`src/uhr_pkg.sv`:
```
// shared types, constants and helper functions of the udp/ip header rewriter
package uhr_pkg;

  localparam int unsigned ETH_WORDS    = 7;
  localparam int unsigned IP_MIN_WORDS = 10;
  localparam int unsigned HW_W         = 6;
  localparam int unsigned POS_W        = 16;
  localparam int unsigned ACC_W        = 17;
  localparam int unsigned APB_AW       = 6;
  localparam int unsigned APB_DW       = 64;

  // held header word positions
  localparam logic [HW_W-1:0] IDX_DMAC_HI = 6'd0;
  localparam logic [HW_W-1:0] IDX_DMAC_MD = 6'd1;
  localparam logic [HW_W-1:0] IDX_DMAC_LO = 6'd2;
  localparam logic [HW_W-1:0] IDX_CKSUM   = 6'd12;
  localparam logic [HW_W-1:0] IDX_SIP_HI  = 6'd13;
  localparam logic [HW_W-1:0] IDX_SIP_LO  = 6'd14;
  localparam logic [HW_W-1:0] IDX_DIP_HI  = 6'd15;
  localparam logic [HW_W-1:0] IDX_DIP_LO  = 6'd16;

  // udp word offsets behind the ip header
  localparam logic [POS_W-1:0] UDP_SPORT = 16'd0;
  localparam logic [POS_W-1:0] UDP_DPORT = 16'd1;
  localparam logic [POS_W-1:0] UDP_CKSUM = 16'd3;

  localparam logic [1:0] BYTES_ONE = 2'd1;
  localparam logic [1:0] BYTES_TWO = 2'd2;

  localparam logic [2:0] REG_DST_MAC  = 3'd0;
  localparam logic [2:0] REG_SRC_IP   = 3'd1;
  localparam logic [2:0] REG_DST_IP   = 3'd2;
  localparam logic [2:0] REG_SRC_PORT = 3'd3;
  localparam logic [2:0] REG_DST_PORT = 3'd4;

  typedef struct packed {
    logic [15:0] data_word;
    logic [1:0]  byte_count;
    logic        last_word;
  } in_item_t;

  typedef struct packed {
    logic [15:0] out_word;
    logic [1:0]  out_bytes;
    logic        out_last;
    logic        truncated;
  } out_item_t;

  typedef struct packed {
    logic [47:0] new_dst_mac;
    logic [31:0] new_src_ip;
    logic [31:0] new_dst_ip;
    logic [15:0] new_src_port;
    logic [15:0] new_dst_port;
  } cfg_t;

  typedef struct packed {
    logic accept;
    logic fetch;
    logic emit;
  } ctrl_cmd_t;

  typedef struct packed {
    logic in_release;
    logic out_free;
    logic run_done;
  } dp_status_t;

  function automatic logic [15:0] rewrite_word(logic [HW_W-1:0] idx, logic [15:0] raw,
                                               cfg_t cfg);
    logic [15:0] v;
    unique case (idx)
      IDX_DMAC_HI: v = cfg.new_dst_mac[47:32];
      IDX_DMAC_MD: v = cfg.new_dst_mac[31:16];
      IDX_DMAC_LO: v = cfg.new_dst_mac[15:0];
      IDX_CKSUM:   v = 16'h0000;
      IDX_SIP_HI:  v = cfg.new_src_ip[31:16];
      IDX_SIP_LO:  v = cfg.new_src_ip[15:0];
      IDX_DIP_HI:  v = cfg.new_dst_ip[31:16];
      IDX_DIP_LO:  v = cfg.new_dst_ip[15:0];
      default:     v = raw;
    endcase
    return v;
  endfunction

  // ones-complement add with end-around carry folded back in
  function automatic logic [ACC_W-1:0] fold_add(logic [ACC_W-1:0] acc, logic [15:0] w);
    logic [ACC_W:0] s;
    s = {1'b0, acc} + {2'b00, w};
    return {1'b0, s[15:0]} + {15'b0, s[ACC_W:16]};
  endfunction

  function automatic logic [15:0] mask_word(logic [15:0] w, logic one_byte);
    return one_byte ? {w[15:8], 8'h00} : w;
  endfunction

endpackage

```
`src/uhr_regs.sv`:
```
// apb register file holding the rewrite values
module uhr_regs import uhr_pkg::*; (
  input  logic              clk_i,
  input  logic              rst_ni,
  input  logic              psel,
  input  logic              penable,
  input  logic              pwrite,
  input  logic [APB_AW-1:0] paddr,
  input  logic [APB_DW-1:0] pwdata,
  output logic [APB_DW-1:0] prdata,
  output logic              pready,
  output cfg_t              cfg_o
);

  cfg_t       cfg_q;
  logic [2:0] reg_idx;
  logic       wr_en;

  assign reg_idx = paddr[5:3];
  assign pready  = 1'b1;
  assign wr_en   = psel && penable && pwrite;

  always_ff @(posedge clk_i or negedge rst_ni) begin
    if (!rst_ni) begin
      cfg_q <= '0;
    end else if (wr_en) begin
      unique case (reg_idx)
        REG_DST_MAC:  cfg_q.new_dst_mac  <= pwdata[47:0];
        REG_SRC_IP:   cfg_q.new_src_ip   <= pwdata[31:0];
        REG_DST_IP:   cfg_q.new_dst_ip   <= pwdata[31:0];
        REG_SRC_PORT: cfg_q.new_src_port <= pwdata[15:0];
        REG_DST_PORT: cfg_q.new_dst_port <= pwdata[15:0];
        default: ;
      endcase
    end
  end

  always_comb begin
    unique case (reg_idx)
      REG_DST_MAC:  prdata = {16'h0000, cfg_q.new_dst_mac};
      REG_SRC_IP:   prdata = {32'h0, cfg_q.new_src_ip};
      REG_DST_IP:   prdata = {32'h0, cfg_q.new_dst_ip};
      REG_SRC_PORT: prdata = {48'h0, cfg_q.new_src_port};
      REG_DST_PORT: prdata = {48'h0, cfg_q.new_dst_port};
      default:      prdata = '0;
    endcase
  end

  assign cfg_o = cfg_q;

endmodule

```
`src/uhr_datapath.sv`:
```
// header store, checksum accumulator, position counters and output register
module uhr_datapath import uhr_pkg::*; #(
  parameter int unsigned MAX_HEADER_WORDS = 37
) (
  input  logic       clk_i,
  input  logic       rst_ni,
  input  cfg_t       cfg_i,
  input  in_item_t   in_data_i,
  input  ctrl_cmd_t  cmd_i,
  output dp_status_t status_o,
  output logic       out_valid_o,
  input  logic       out_ready_i,
  output out_item_t  out_data_o
);

  localparam int unsigned AW = $clog2(MAX_HEADER_WORDS);

  logic [15:0] mem [MAX_HEADER_WORDS];
  logic [15:0] rdata_q;

  logic [POS_W-1:0] pos_q, pos_d;
  logic [HW_W-1:0]  hw_q, hw_d;
  logic [ACC_W-1:0] acc_q, acc_d;

  logic [AW-1:0] idx_q, idx_d, end_q, end_d;
  logic          run_trunc_q, run_trunc_d;
  logic          run_last_q, run_last_d;
  logic          run_one_q, run_one_d;
  logic [15:0]   ck_q, ck_d;

  logic      out_valid_q, out_valid_d;
  out_item_t out_q, out_d;

  logic             last_w, one_byte, in_hdr, at_ihl, rel_full, rel_trunc;
  logic [3:0]       ihl, ihl_eff;
  logic [HW_W-1:0]  hw_sum, hw_new, hw_eff;
  logic [POS_W-1:0] udp_off;
  logic [ACC_W-1:0] acc_add;
  logic [15:0]      pass_word, emit_word;
  logic             is_final, emit_one;
  logic             rd_en;
  logic [AW-1:0]    rd_addr;

  // input word decode
  assign last_w   = in_data_i.last_word;
  assign one_byte = (in_data_i.byte_count == BYTES_ONE) && last_w;
  assign in_hdr   = pos_q < POS_W'(hw_q);
  assign at_ihl   = pos_q == POS_W'(ETH_WORDS);
  assign ihl      = in_data_i.data_word[11:8];
  assign ihl_eff  = (ihl < 4'd5) ? 4'd5 : ihl;
  assign hw_sum   = HW_W'(ETH_WORDS) + {1'b0, ihl_eff, 1'b0};
  assign hw_new   = (hw_sum > HW_W'(MAX_HEADER_WORDS)) ? HW_W'(MAX_HEADER_WORDS) : hw_sum;
  assign hw_eff   = at_ihl ? hw_new : hw_q;
  assign acc_add  = fold_add(acc_q, rewrite_word(pos_q[HW_W-1:0], in_data_i.data_word, cfg_i));
  assign rel_full  = in_hdr && ((pos_q + POS_W'(1)) == POS_W'(hw_eff)) && !one_byte;
  assign rel_trunc = in_hdr && !rel_full && last_w;
  assign udp_off  = pos_q - POS_W'(hw_q);

  always_comb begin
    if (udp_off == UDP_SPORT) begin
      pass_word = cfg_i.new_src_port;
    end else if (udp_off == UDP_DPORT) begin
      pass_word = cfg_i.new_dst_port;
    end else if (udp_off == UDP_CKSUM) begin
      pass_word = 16'h0000;
    end else begin
      pass_word = in_data_i.data_word;
    end
  end

  // word of the held run currently in the read register
  assign is_final = idx_q == end_q;
  assign emit_one = run_trunc_q && is_final && run_one_q;
  always_comb begin
    if (run_trunc_q) begin
      emit_word = rdata_q;
    end else if (idx_q == AW'(IDX_CKSUM)) begin
      emit_word = ck_q;
    end else begin
      emit_word = rewrite_word(HW_W'(idx_q), rdata_q, cfg_i);
    end
  end

  assign rd_en   = cmd_i.fetch || (cmd_i.emit && !is_final);
  assign rd_addr = cmd_i.fetch ? '0 : idx_q + AW'(1);

  always_comb begin
    pos_d       = pos_q;
    hw_d        = hw_q;
    acc_d       = acc_q;
    idx_d       = idx_q;
    end_d       = end_q;
    run_trunc_d = run_trunc_q;
    run_last_d  = run_last_q;
    run_one_d   = run_one_q;
    ck_d        = ck_q;
    out_valid_d = out_valid_q && !out_ready_i;
    out_d       = out_q;

    if (cmd_i.accept) begin
      if (in_hdr) begin
        if (at_ihl) begin
          hw_d = hw_new;
        end
        if (pos_q >= POS_W'(ETH_WORDS)) begin
          acc_d = acc_add;
        end
        if (rel_full || rel_trunc) begin
          end_d       = pos_q[AW-1:0];
          run_trunc_d = rel_trunc;
          run_last_d  = last_w;
          run_one_d   = one_byte;
          // checksum must include this word's contribution
          ck_d        = ~((pos_q >= POS_W'(ETH_WORDS)) ? acc_add[15:0] : acc_q[15:0]);
        end
      end else begin
        out_valid_d       = 1'b1;
        out_d.out_word    = mask_word(pass_word, one_byte);
        out_d.out_bytes   = one_byte ? BYTES_ONE : BYTES_TWO;
        out_d.out_last    = last_w;
        out_d.truncated   = 1'b0;
      end
      if (last_w) begin
        pos_d = '0;
        hw_d  = HW_W'(ETH_WORDS + IP_MIN_WORDS);
        acc_d = '0;
      end else if (pos_q != {POS_W{1'b1}}) begin
        pos_d = pos_q + POS_W'(1);
      end
    end

    if (cmd_i.fetch) begin
      idx_d = '0;
    end

    if (cmd_i.emit) begin
      out_valid_d     = 1'b1;
      out_d.out_word  = mask_word(emit_word, emit_one);
      out_d.out_bytes = emit_one ? BYTES_ONE : BYTES_TWO;
      out_d.out_last  = is_final && (run_trunc_q || run_last_q);
      out_d.truncated = run_trunc_q;
      if (!is_final) begin
        idx_d = idx_q + AW'(1);
      end
    end
  end

  always_ff @(posedge clk_i or negedge rst_ni) begin
    if (!rst_ni) begin
      pos_q       <= '0;
      hw_q        <= HW_W'(ETH_WORDS + IP_MIN_WORDS);
      acc_q       <= '0;
      out_valid_q <= 1'b0;
      idx_q       <= '0;
      end_q       <= '0;
      run_trunc_q <= 1'b0;
      run_last_q  <= 1'b0;
      run_one_q   <= 1'b0;
    end else begin
      pos_q       <= pos_d;
      hw_q        <= hw_d;
      acc_q       <= acc_d;
      out_valid_q <= out_valid_d;
      idx_q       <= idx_d;
      end_q       <= end_d;
      run_trunc_q <= run_trunc_d;
      run_last_q  <= run_last_d;
      run_one_q   <= run_one_d;
    end
  end

  always_ff @(posedge clk_i) begin
    ck_q  <= ck_d;
    out_q <= out_d;
  end

  // header store, one write and one registered read port
  always_ff @(posedge clk_i) begin
    if (cmd_i.accept && in_hdr) begin
      mem[pos_q[AW-1:0]] <= in_data_i.data_word;
    end
  end

  always_ff @(posedge clk_i) begin
    if (rd_en) begin
      rdata_q <= mem[rd_addr];
    end
  end

  assign status_o.in_release = rel_full || rel_trunc;
  assign status_o.out_free   = !out_valid_q || out_ready_i;
  assign status_o.run_done   = is_final;
  assign out_valid_o         = out_valid_q;
  assign out_data_o          = out_q;

  a_emit_has_room: assert property (@(posedge clk_i) disable iff (!rst_ni)
    cmd_i.emit |-> (!out_valid_q || out_ready_i))
    else $error("header word emitted over an untaken output word");

  a_run_in_store: assert property (@(posedge clk_i) disable iff (!rst_ni)
    cmd_i.fetch |-> (32'(end_q) < MAX_HEADER_WORDS))
    else $error("release run ends beyond the header store");

  a_frame_restart: assert property (@(posedge clk_i) disable iff (!rst_ni)
    (cmd_i.accept && last_w) |=> (pos_q == '0 && acc_q == '0))
    else $error("frame state not restarted after last word");

endmodule

```
`src/uhr_ctrl.sv`:
```
// controller sequencing input acceptance and header run release
module uhr_ctrl import uhr_pkg::*; (
  input  logic       clk_i,
  input  logic       rst_ni,
  input  logic       in_valid_i,
  output logic       in_ready_o,
  input  dp_status_t status_i,
  output ctrl_cmd_t  cmd_o
);

  localparam logic [1:0] S_IDLE  = 2'd0;
  localparam logic [1:0] S_FETCH = 2'd1;
  localparam logic [1:0] S_DRAIN = 2'd2;

  logic [1:0] state_q, state_d;

  assign in_ready_o   = (state_q == S_IDLE) && status_i.out_free;
  assign cmd_o.accept = in_valid_i && in_ready_o;
  assign cmd_o.fetch  = state_q == S_FETCH;
  assign cmd_o.emit   = (state_q == S_DRAIN) && status_i.out_free;

  always_comb begin
    state_d = state_q;
    unique case (state_q)
      S_IDLE: begin
        if (cmd_o.accept && status_i.in_release) begin
          state_d = S_FETCH;
        end
      end
      S_FETCH: begin
        state_d = S_DRAIN;
      end
      S_DRAIN: begin
        if (cmd_o.emit && status_i.run_done) begin
          state_d = S_IDLE;
        end
      end
      default: begin
        state_d = S_IDLE;
      end
    endcase
  end

  always_ff @(posedge clk_i or negedge rst_ni) begin
    if (!rst_ni) begin
      state_q <= S_IDLE;
    end else begin
      state_q <= state_d;
    end
  end

  a_no_input_in_run: assert property (@(posedge clk_i) disable iff (!rst_ni)
    (state_q != S_IDLE) |-> !in_ready_o)
    else $error("input word taken during header release");

endmodule

```
`src/udp_ip_header_rewriter_core.sv`:
```
// Frame rewriter: one 16-bit big-endian frame word per handshake on each side.
// Input words (in_valid_i/in_ready_o) carry data, byte count and a last flag;
// output words (out_valid_o/out_ready_i) carry the rewritten word, its byte
// count, last and a truncated flag. The apb port holds the new destination
// mac, ip addresses and udp ports; write it only while no frame is in flight.
// Ethernet and ip header words (17 up to MAX_HEADER_WORDS) are absorbed into
// a header store, one per cycle while input is ready, with the ip checksum
// summed as they arrive. On the last header word the held run is released
// from the store through its registered read port: a fetch state, then one
// word per cycle while the output register is free; no input is taken
// during the release. Words after the header pass through the output
// register, udp ports and checksum rewritten on the way. A frame ending
// inside its header is released unmodified with truncated set on every word.
// Reset clears the frame position, the checksum and the registers; the store
// needs no clearing. A stalled receiver holds the output register and input
// is taken only when that register is free or being emptied.
module udp_ip_header_rewriter_core import uhr_pkg::*; #(
  parameter int unsigned MAX_HEADER_WORDS = 37
) (
  input  logic              clk_i,
  input  logic              rst_ni,
  input  logic              in_valid_i,
  output logic              in_ready_o,
  input  in_item_t          in_data_i,
  output logic              out_valid_o,
  input  logic              out_ready_i,
  output out_item_t         out_data_o,
  input  logic              psel,
  input  logic              penable,
  input  logic              pwrite,
  input  logic [APB_AW-1:0] paddr,
  input  logic [APB_DW-1:0] pwdata,
  output logic [APB_DW-1:0] prdata,
  output logic              pready
);

  cfg_t       cfg;
  ctrl_cmd_t  cmd;
  dp_status_t status;

  uhr_regs u_regs (
    .clk_i   (clk_i),
    .rst_ni  (rst_ni),
    .psel    (psel),
    .penable (penable),
    .pwrite  (pwrite),
    .paddr   (paddr),
    .pwdata  (pwdata),
    .prdata  (prdata),
    .pready  (pready),
    .cfg_o   (cfg)
  );

  uhr_ctrl u_ctrl (
    .clk_i      (clk_i),
    .rst_ni     (rst_ni),
    .in_valid_i (in_valid_i),
    .in_ready_o (in_ready_o),
    .status_i   (status),
    .cmd_o      (cmd)
  );

  uhr_datapath #(
    .MAX_HEADER_WORDS (MAX_HEADER_WORDS)
  ) u_datapath (
    .clk_i       (clk_i),
    .rst_ni      (rst_ni),
    .cfg_i       (cfg),
    .in_data_i   (in_data_i),
    .cmd_i       (cmd),
    .status_o    (status),
    .out_valid_o (out_valid_o),
    .out_ready_i (out_ready_i),
    .out_data_o  (out_data_o)
  );

endmodule

```
`config.mk`:
```
export PLATFORM = sky130hd
export DESIGN_NAME = udp_ip_header_rewriter_core
export DESIGN_NICKNAME = d
export VERILOG_FILES = /design/src/uhr_pkg.sv /design/src/uhr_regs.sv /design/src/uhr_datapath.sv /design/src/uhr_ctrl.sv /design/src/udp_ip_header_rewriter_core.sv
export SDC_FILE = /design/constraint.sdc
export NUM_CORES = 1
export LEC_CHECK = 0
export ABC_AREA = 0
export BUFFER_PORTS_ARGS = -buffer_cell sky130_fd_sc_hd__buf_4
export CAP_MARGIN = 20
export CORE_MARGIN = 4
export CORE_UTILIZATION = 25
export CTS_BUF_LIST = sky130_fd_sc_hd__clkbuf_16
export DETAILED_ROUTE_END_ITERATION = 12
export GPL_TIMING_DRIVEN = 0
export PLACE_DENSITY_LB_ADDON = 0.2
export SETUP_SLACK_MARGIN = 0.1
export SYNTH_ARGS = -nofsm -noshare
export SYNTH_HDL_FRONTEND = slang
export SYNTH_SLANG_ARGS = --single-unit
```
`constraint.sdc`:
```
create_clock -name clk_i -period 5.5 [get_ports clk_i]
set_input_delay 0.825 -clock clk_i [delete_from_list [all_inputs] [get_ports clk_i]]
set_output_delay 0.825 -clock clk_i [all_outputs]
set_load 0.01 [all_outputs]
```
==> impl_metrics.py <==
metrics = {
    "power_and_ir_drop": {
        "peakVddDrop_mv": 0.228,
        "power.share.switching_pct": 40.5,
        "netSwitchingPower_mw": 10.1,
        "post-layout-total-power_mw": 25.0,
        "cellLeakagePower_nw": 16.5,
        "internal-power_mw": 14.9,
        "ratio_of_total_power_to_cell_area_mw_per_mm2": 531,
        "combPwrFrac_pct": 42.5,
        "power.share.sequential_pct": 32.6,
        "share_clk_of_total_power_pct": 24.9,
    },
    "final_layout": {
        "multi_input_comb_area_mm2": 0.0139,
        "mostFrequentLayoutCell": "sky130_fd_sc_hd__edfxtp_1",
        "seq_area_mm2": 0.0244,
        "final.fill_count": 15559,
        "final_layout_size_suffix_gt1_share_pct": 23.3,
        "layout.cells.most_common_list": "644 x sky130_fd_sc_hd__edfxtp_1, 204 x sky130_fd_sc_hd__nand2_1, 198 x sky130_fd_sc_hd__dfrtp_1",
        "final-instance-count-excl-fill": 5321,
        "number_of_nets_in_the_finished_design": 3330,
        "final_core_util_pct": 30.5,
        "area_growth_pct": 21.3,
    },
    "drt": {
        "met3RoutedLength_mm": 9.61,
        "wl_mm": 142,
        "drtIter0Drc": 2746,
        "drt-wirelength-per-cell_um": 26.6,
        "dr_total_vias": 26767,
        "remaining_drcs": 0,
        "via_per_inst": 5.03,
        "met2WireLength_mm": 64.5,
        "wl_met1_mm": 63.1,
        "count_of_antenna_violating_nets_left_after_detailed_routing": 0,
        "dr.max_layer_used": "met5",
        "drt_pre_antenna_iters": 7,
    },
    "global_routing": {
        "globalRoute.totalOverflow": 0,
        "antenna_found_initial": 3,
        "global_route_wire_length_before_repair_mm": 203,
        "grt_max_degree": 104,
        "first_global_vias": 26250,
        "gr-usage-all-layers_pct": 17.2,
    },
    "sta": {
        "fmax_ghz": 0.172,
        "report.final.hold_viol_count": 0,
        "rsz_0062_raised_after_global_routing": "yes",
        "timing_worst_slew_pin_value_ns": 1.15,
        "finalClockSkew_ns": 0.0557,
        "finalCriticalPeriod_ns": 5.82,
        "worst_slack_ns": -0.319,
        "number_of_setup_violations_in_the_final_report": 18,
        "drv_slew": 0,
        "timing.final.crit_share_pct": 106,
        "timing.max_slew.rel_slack_pct": 23.1,
    },
    "clocking": {
        "clk-insertion-delay-late_ns": 0.71,
        "ctsHtreeMaxLevel": 3,
        "cts-root-to-sink-buffers": 3,
        "clk_pin_slew_ns": 0.07,
        "tritoncts.num_buffers": 91,
        "clockRootBuffer": "sky130_fd_sc_hd__clkbuf_16",
        "cts_tree": "built",
        "clock_sinks": 845,
    },
    "synthesis": {
        "synth_enable_flop_cells": 644,
        "syn_inst": 2873,
        "postSynth.asyncResetShare_pct": 23.8,
        "synth_ff_type": "sky130_fd_sc_hd__edfxtp_1",
        "yosys_warnings": 0,
        "ys_seq_area_share_pct": 62.9,
        "synthDistinctLibCells": 85,
        "mean_instance_size_in_the_synthesized_netlist_um2": 13.5,
        "synth.cell_area_mm2": 0.0387,
        "synth.ff_latch_count": 845,
    },
    "die": {
        "start_util_pct": 25.2,
        "die_w_um": 402,
        "floorplan.die_area_mm2": 0.161,
        "rows": 144,
        "die_span_in_y_um": 402,
        "floorplan.core_area_mm2": 0.154,
        "boundaryPins": 183,
    },
    "place": {
        "dpl.hpwl_mm": 100,
        "number_of_input_and_output_port_buffers_inserted": 143,
        "dp_slack_ns": -1.98,
        "globalplace.congestion": 0.906,
        "place_inst": 5117,
    },
    "critical_path": {
        "max_stage_delay_ns": 0.39,
        "timing.critical_path.fanout_max": 6,
        "critical_path_capture_point_type": "flip-flop",
        "critical_path.top_delay_family": "compound AO/OA/AOI/OAI gates",
        "crit_slowest_cell": "sky130_fd_sc_hd__a2111oi_2",
        "cp.buffers_inverters": 4,
        "path_common_cell": "sky130_fd_sc_hd__ha_2",
        "critical_path_class": "flip-flop to flip-flop",
        "required_ns": 5.93,
        "arrival_worst_endpoint_ns": 6.25,
        "crit_path_start_kind": "flip-flop",
    },
    "outcome": {
        "violations": "setup timing",
        "status": "finished, violations left",
    },
    "run": {
        "max-cap-violations": 0,
    },
    "hold_path": {
        "min_path_type": "input port to flip-flop",
    },
}
==> stage by stage <==
step | TNS [ns] | hold slack (ns) | cell area [um^2]
floorplan | 0 | 0.473 | 38800
global placement | -111.22 | 0.500 | 42500
detailed placement | -48.02 | 0.506 | 43300
CTS | -3.68 | 0.300 | 46800
global route | -7.73 | 0.310 | 47000
finish | -3.70 | 0.362 | 47000
==> synth_stat cells (18+ instances only) <==
library cell | instances | share of area (%)
sky130_fd_sc_hd__mux2i_1 | 99 | 2.6
sky130_fd_sc_hd__a211oi_1 | 81 | 1.6
sky130_fd_sc_hd__buf_4 | 18 | 0.35
sky130_fd_sc_hd__xnor2_1 | 23 | 0.52
sky130_fd_sc_hd__mux2_2 | 170 | 4.9
sky130_fd_sc_hd__a221oi_1 | 42 | 0.95
sky130_fd_sc_hd__a311oi_1 | 33 | 0.75
sky130_fd_sc_hd__nor2_1 | 164 | 1.6
sky130_fd_sc_hd__edfxtp_1 | 644 | 50
sky130_fd_sc_hd__mux4_2 | 55 | 3.2
sky130_fd_sc_hd__nor3_1 | 40 | 0.52
sky130_fd_sc_hd__a21oi_1 | 88 | 1.1
sky130_fd_sc_hd__o211ai_1 | 29 | 0.56
sky130_fd_sc_hd__inv_1 | 24 | 0.23
sky130_fd_sc_hd__nand2b_1 | 20 | 0.32
sky130_fd_sc_hd__o21ai_0 | 111 | 1.4
sky130_fd_sc_hd__buf_1 | 20 | 0.19
sky130_fd_sc_hd__a22oi_1 | 41 | 0.79
sky130_fd_sc_hd__a22o_1 | 36 | 0.81
sky130_fd_sc_hd__ha_1 | 32 | 1.0
sky130_fd_sc_hd__xor2_1 | 23 | 0.52
sky130_fd_sc_hd__dfrtp_1 | 199 | 13
sky130_fd_sc_hd__clkbuf_1 | 169 | 1.6
sky130_fd_sc_hd__o22ai_1 | 20 | 0.32
sky130_fd_sc_hd__a31oi_1 | 57 | 0.92
sky130_fd_sc_hd__or3_1 | 35 | 0.57
sky130_fd_sc_hd__o221ai_1 | 30 | 0.68
sky130_fd_sc_hd__nand2_1 | 207 | 2.0
sky130_fd_sc_hd__nand3_1 | 49 | 0.63
sky130_fd_sc_hd__and2_1 | 40 | 0.65
sky130_fd_sc_hd__nor2b_1 | 50 | 0.81
==> what timing repair did <==
| item | CTS | global route |
|---|---|---|
| endpoints found under the setup margin | 42 | 35 |
| resized for setup | 95 | 27 |
| gates cloned | 0 | 0 |
| pin swaps | 27 | 10 |
| buffers inserted | 28 | 4 |
| hold buffers | 1 | 0 |
| hold endpoints to repair | 24 | 0 |
==> power by group through the flow <==
stage	Clock [mW]	Sequential, mW	Combinational [mW]
after CTS	6.36	8.14	10.4
after floorplan	0	7.99	6.06
final	6.21	8.15	10.6
after detailed placement	0	8.28	9.87
after global placement	0	8.29	9.80
after global routing	6.65	8.19	11.3
==> final timing paths <==
kind                                        endpoint            startpoint  cells after the start  slack [ns]
min in group asynchronous          u_regs.cfg_o[101]                rst_ni                      2        0.57
worst max register to register   u_datapath.ck_q[15]   u_datapath.pos_q[0]                     27       -0.32
max in group asynchronous           u_regs.cfg_o[58]                rst_ni                      4        3.71
worst max-delay path             u_datapath.ck_q[15]   u_datapath.pos_q[0]                     27       -0.32
worst min-delay path               u_regs.cfg_o[132]            pwdata[36]                      2        0.36
worst min register to register  u_datapath.acc_q[12]  u_datapath.acc_q[12]                      2        0.51
==> sequential cells by signal, summed over array words and instances, names as in the netlist <==
register and flops:
u_datapath.out_valid_o 1, u_datapath.pos_q 16, u_regs.cfg_o 144, u_ctrl.state_q 2
u_datapath.acc_q 17, u_datapath.run_last_q 1, u_datapath.rdata_q 16, u_datapath.out_data_o 20
u_datapath.end_q 6, u_datapath.run_one_q 1, u_datapath.run_trunc_q 1, u_datapath.hw_q 6
u_datapath.ck_q 16, u_datapath.mem 592, u_datapath.idx_q 6
==> final cells by class <==
cell class                 count  share of cell area [%]
sequential                   845                    51.8
buffer                       222                    2.21
timing repair buffer         219                    4.41
clock inverter                77                    1.42
tap                         2044                    5.44
inverter                      25                   0.208
antenna                        2                  0.0106
multi-input combinational   1795                    29.6
clock buffer                  92                    4.90
==> metal layers <==
| layer | vias to the layer above | track usage [%] |
|---|---|---|
| met3 | 214 | 3.21 |
| li1 | 11854 | - |
| met2 | 1059 | 27.0 |
| met5 | - | 0 |
| met1 | 13636 | 24.1 |
| met4 | 4 | 5.18 |
==> kinds of logic (layout without fill, tap and decap cells) <==
family          count (synthesis)  in the layout  synth area share (%)
simple gates                  676            676                  8.56
other cells                     2             19                0.0194
fa+ha+maj                      35             35                  1.19
xor+xnor                       46             46                  1.04
buf+inv                       248            635                  2.66
compound gates                690            690                  12.7
mux                           331            331                  11.0
flops                         845            845                  62.9
Note: power is estimated with default switching activity, not from simulation.
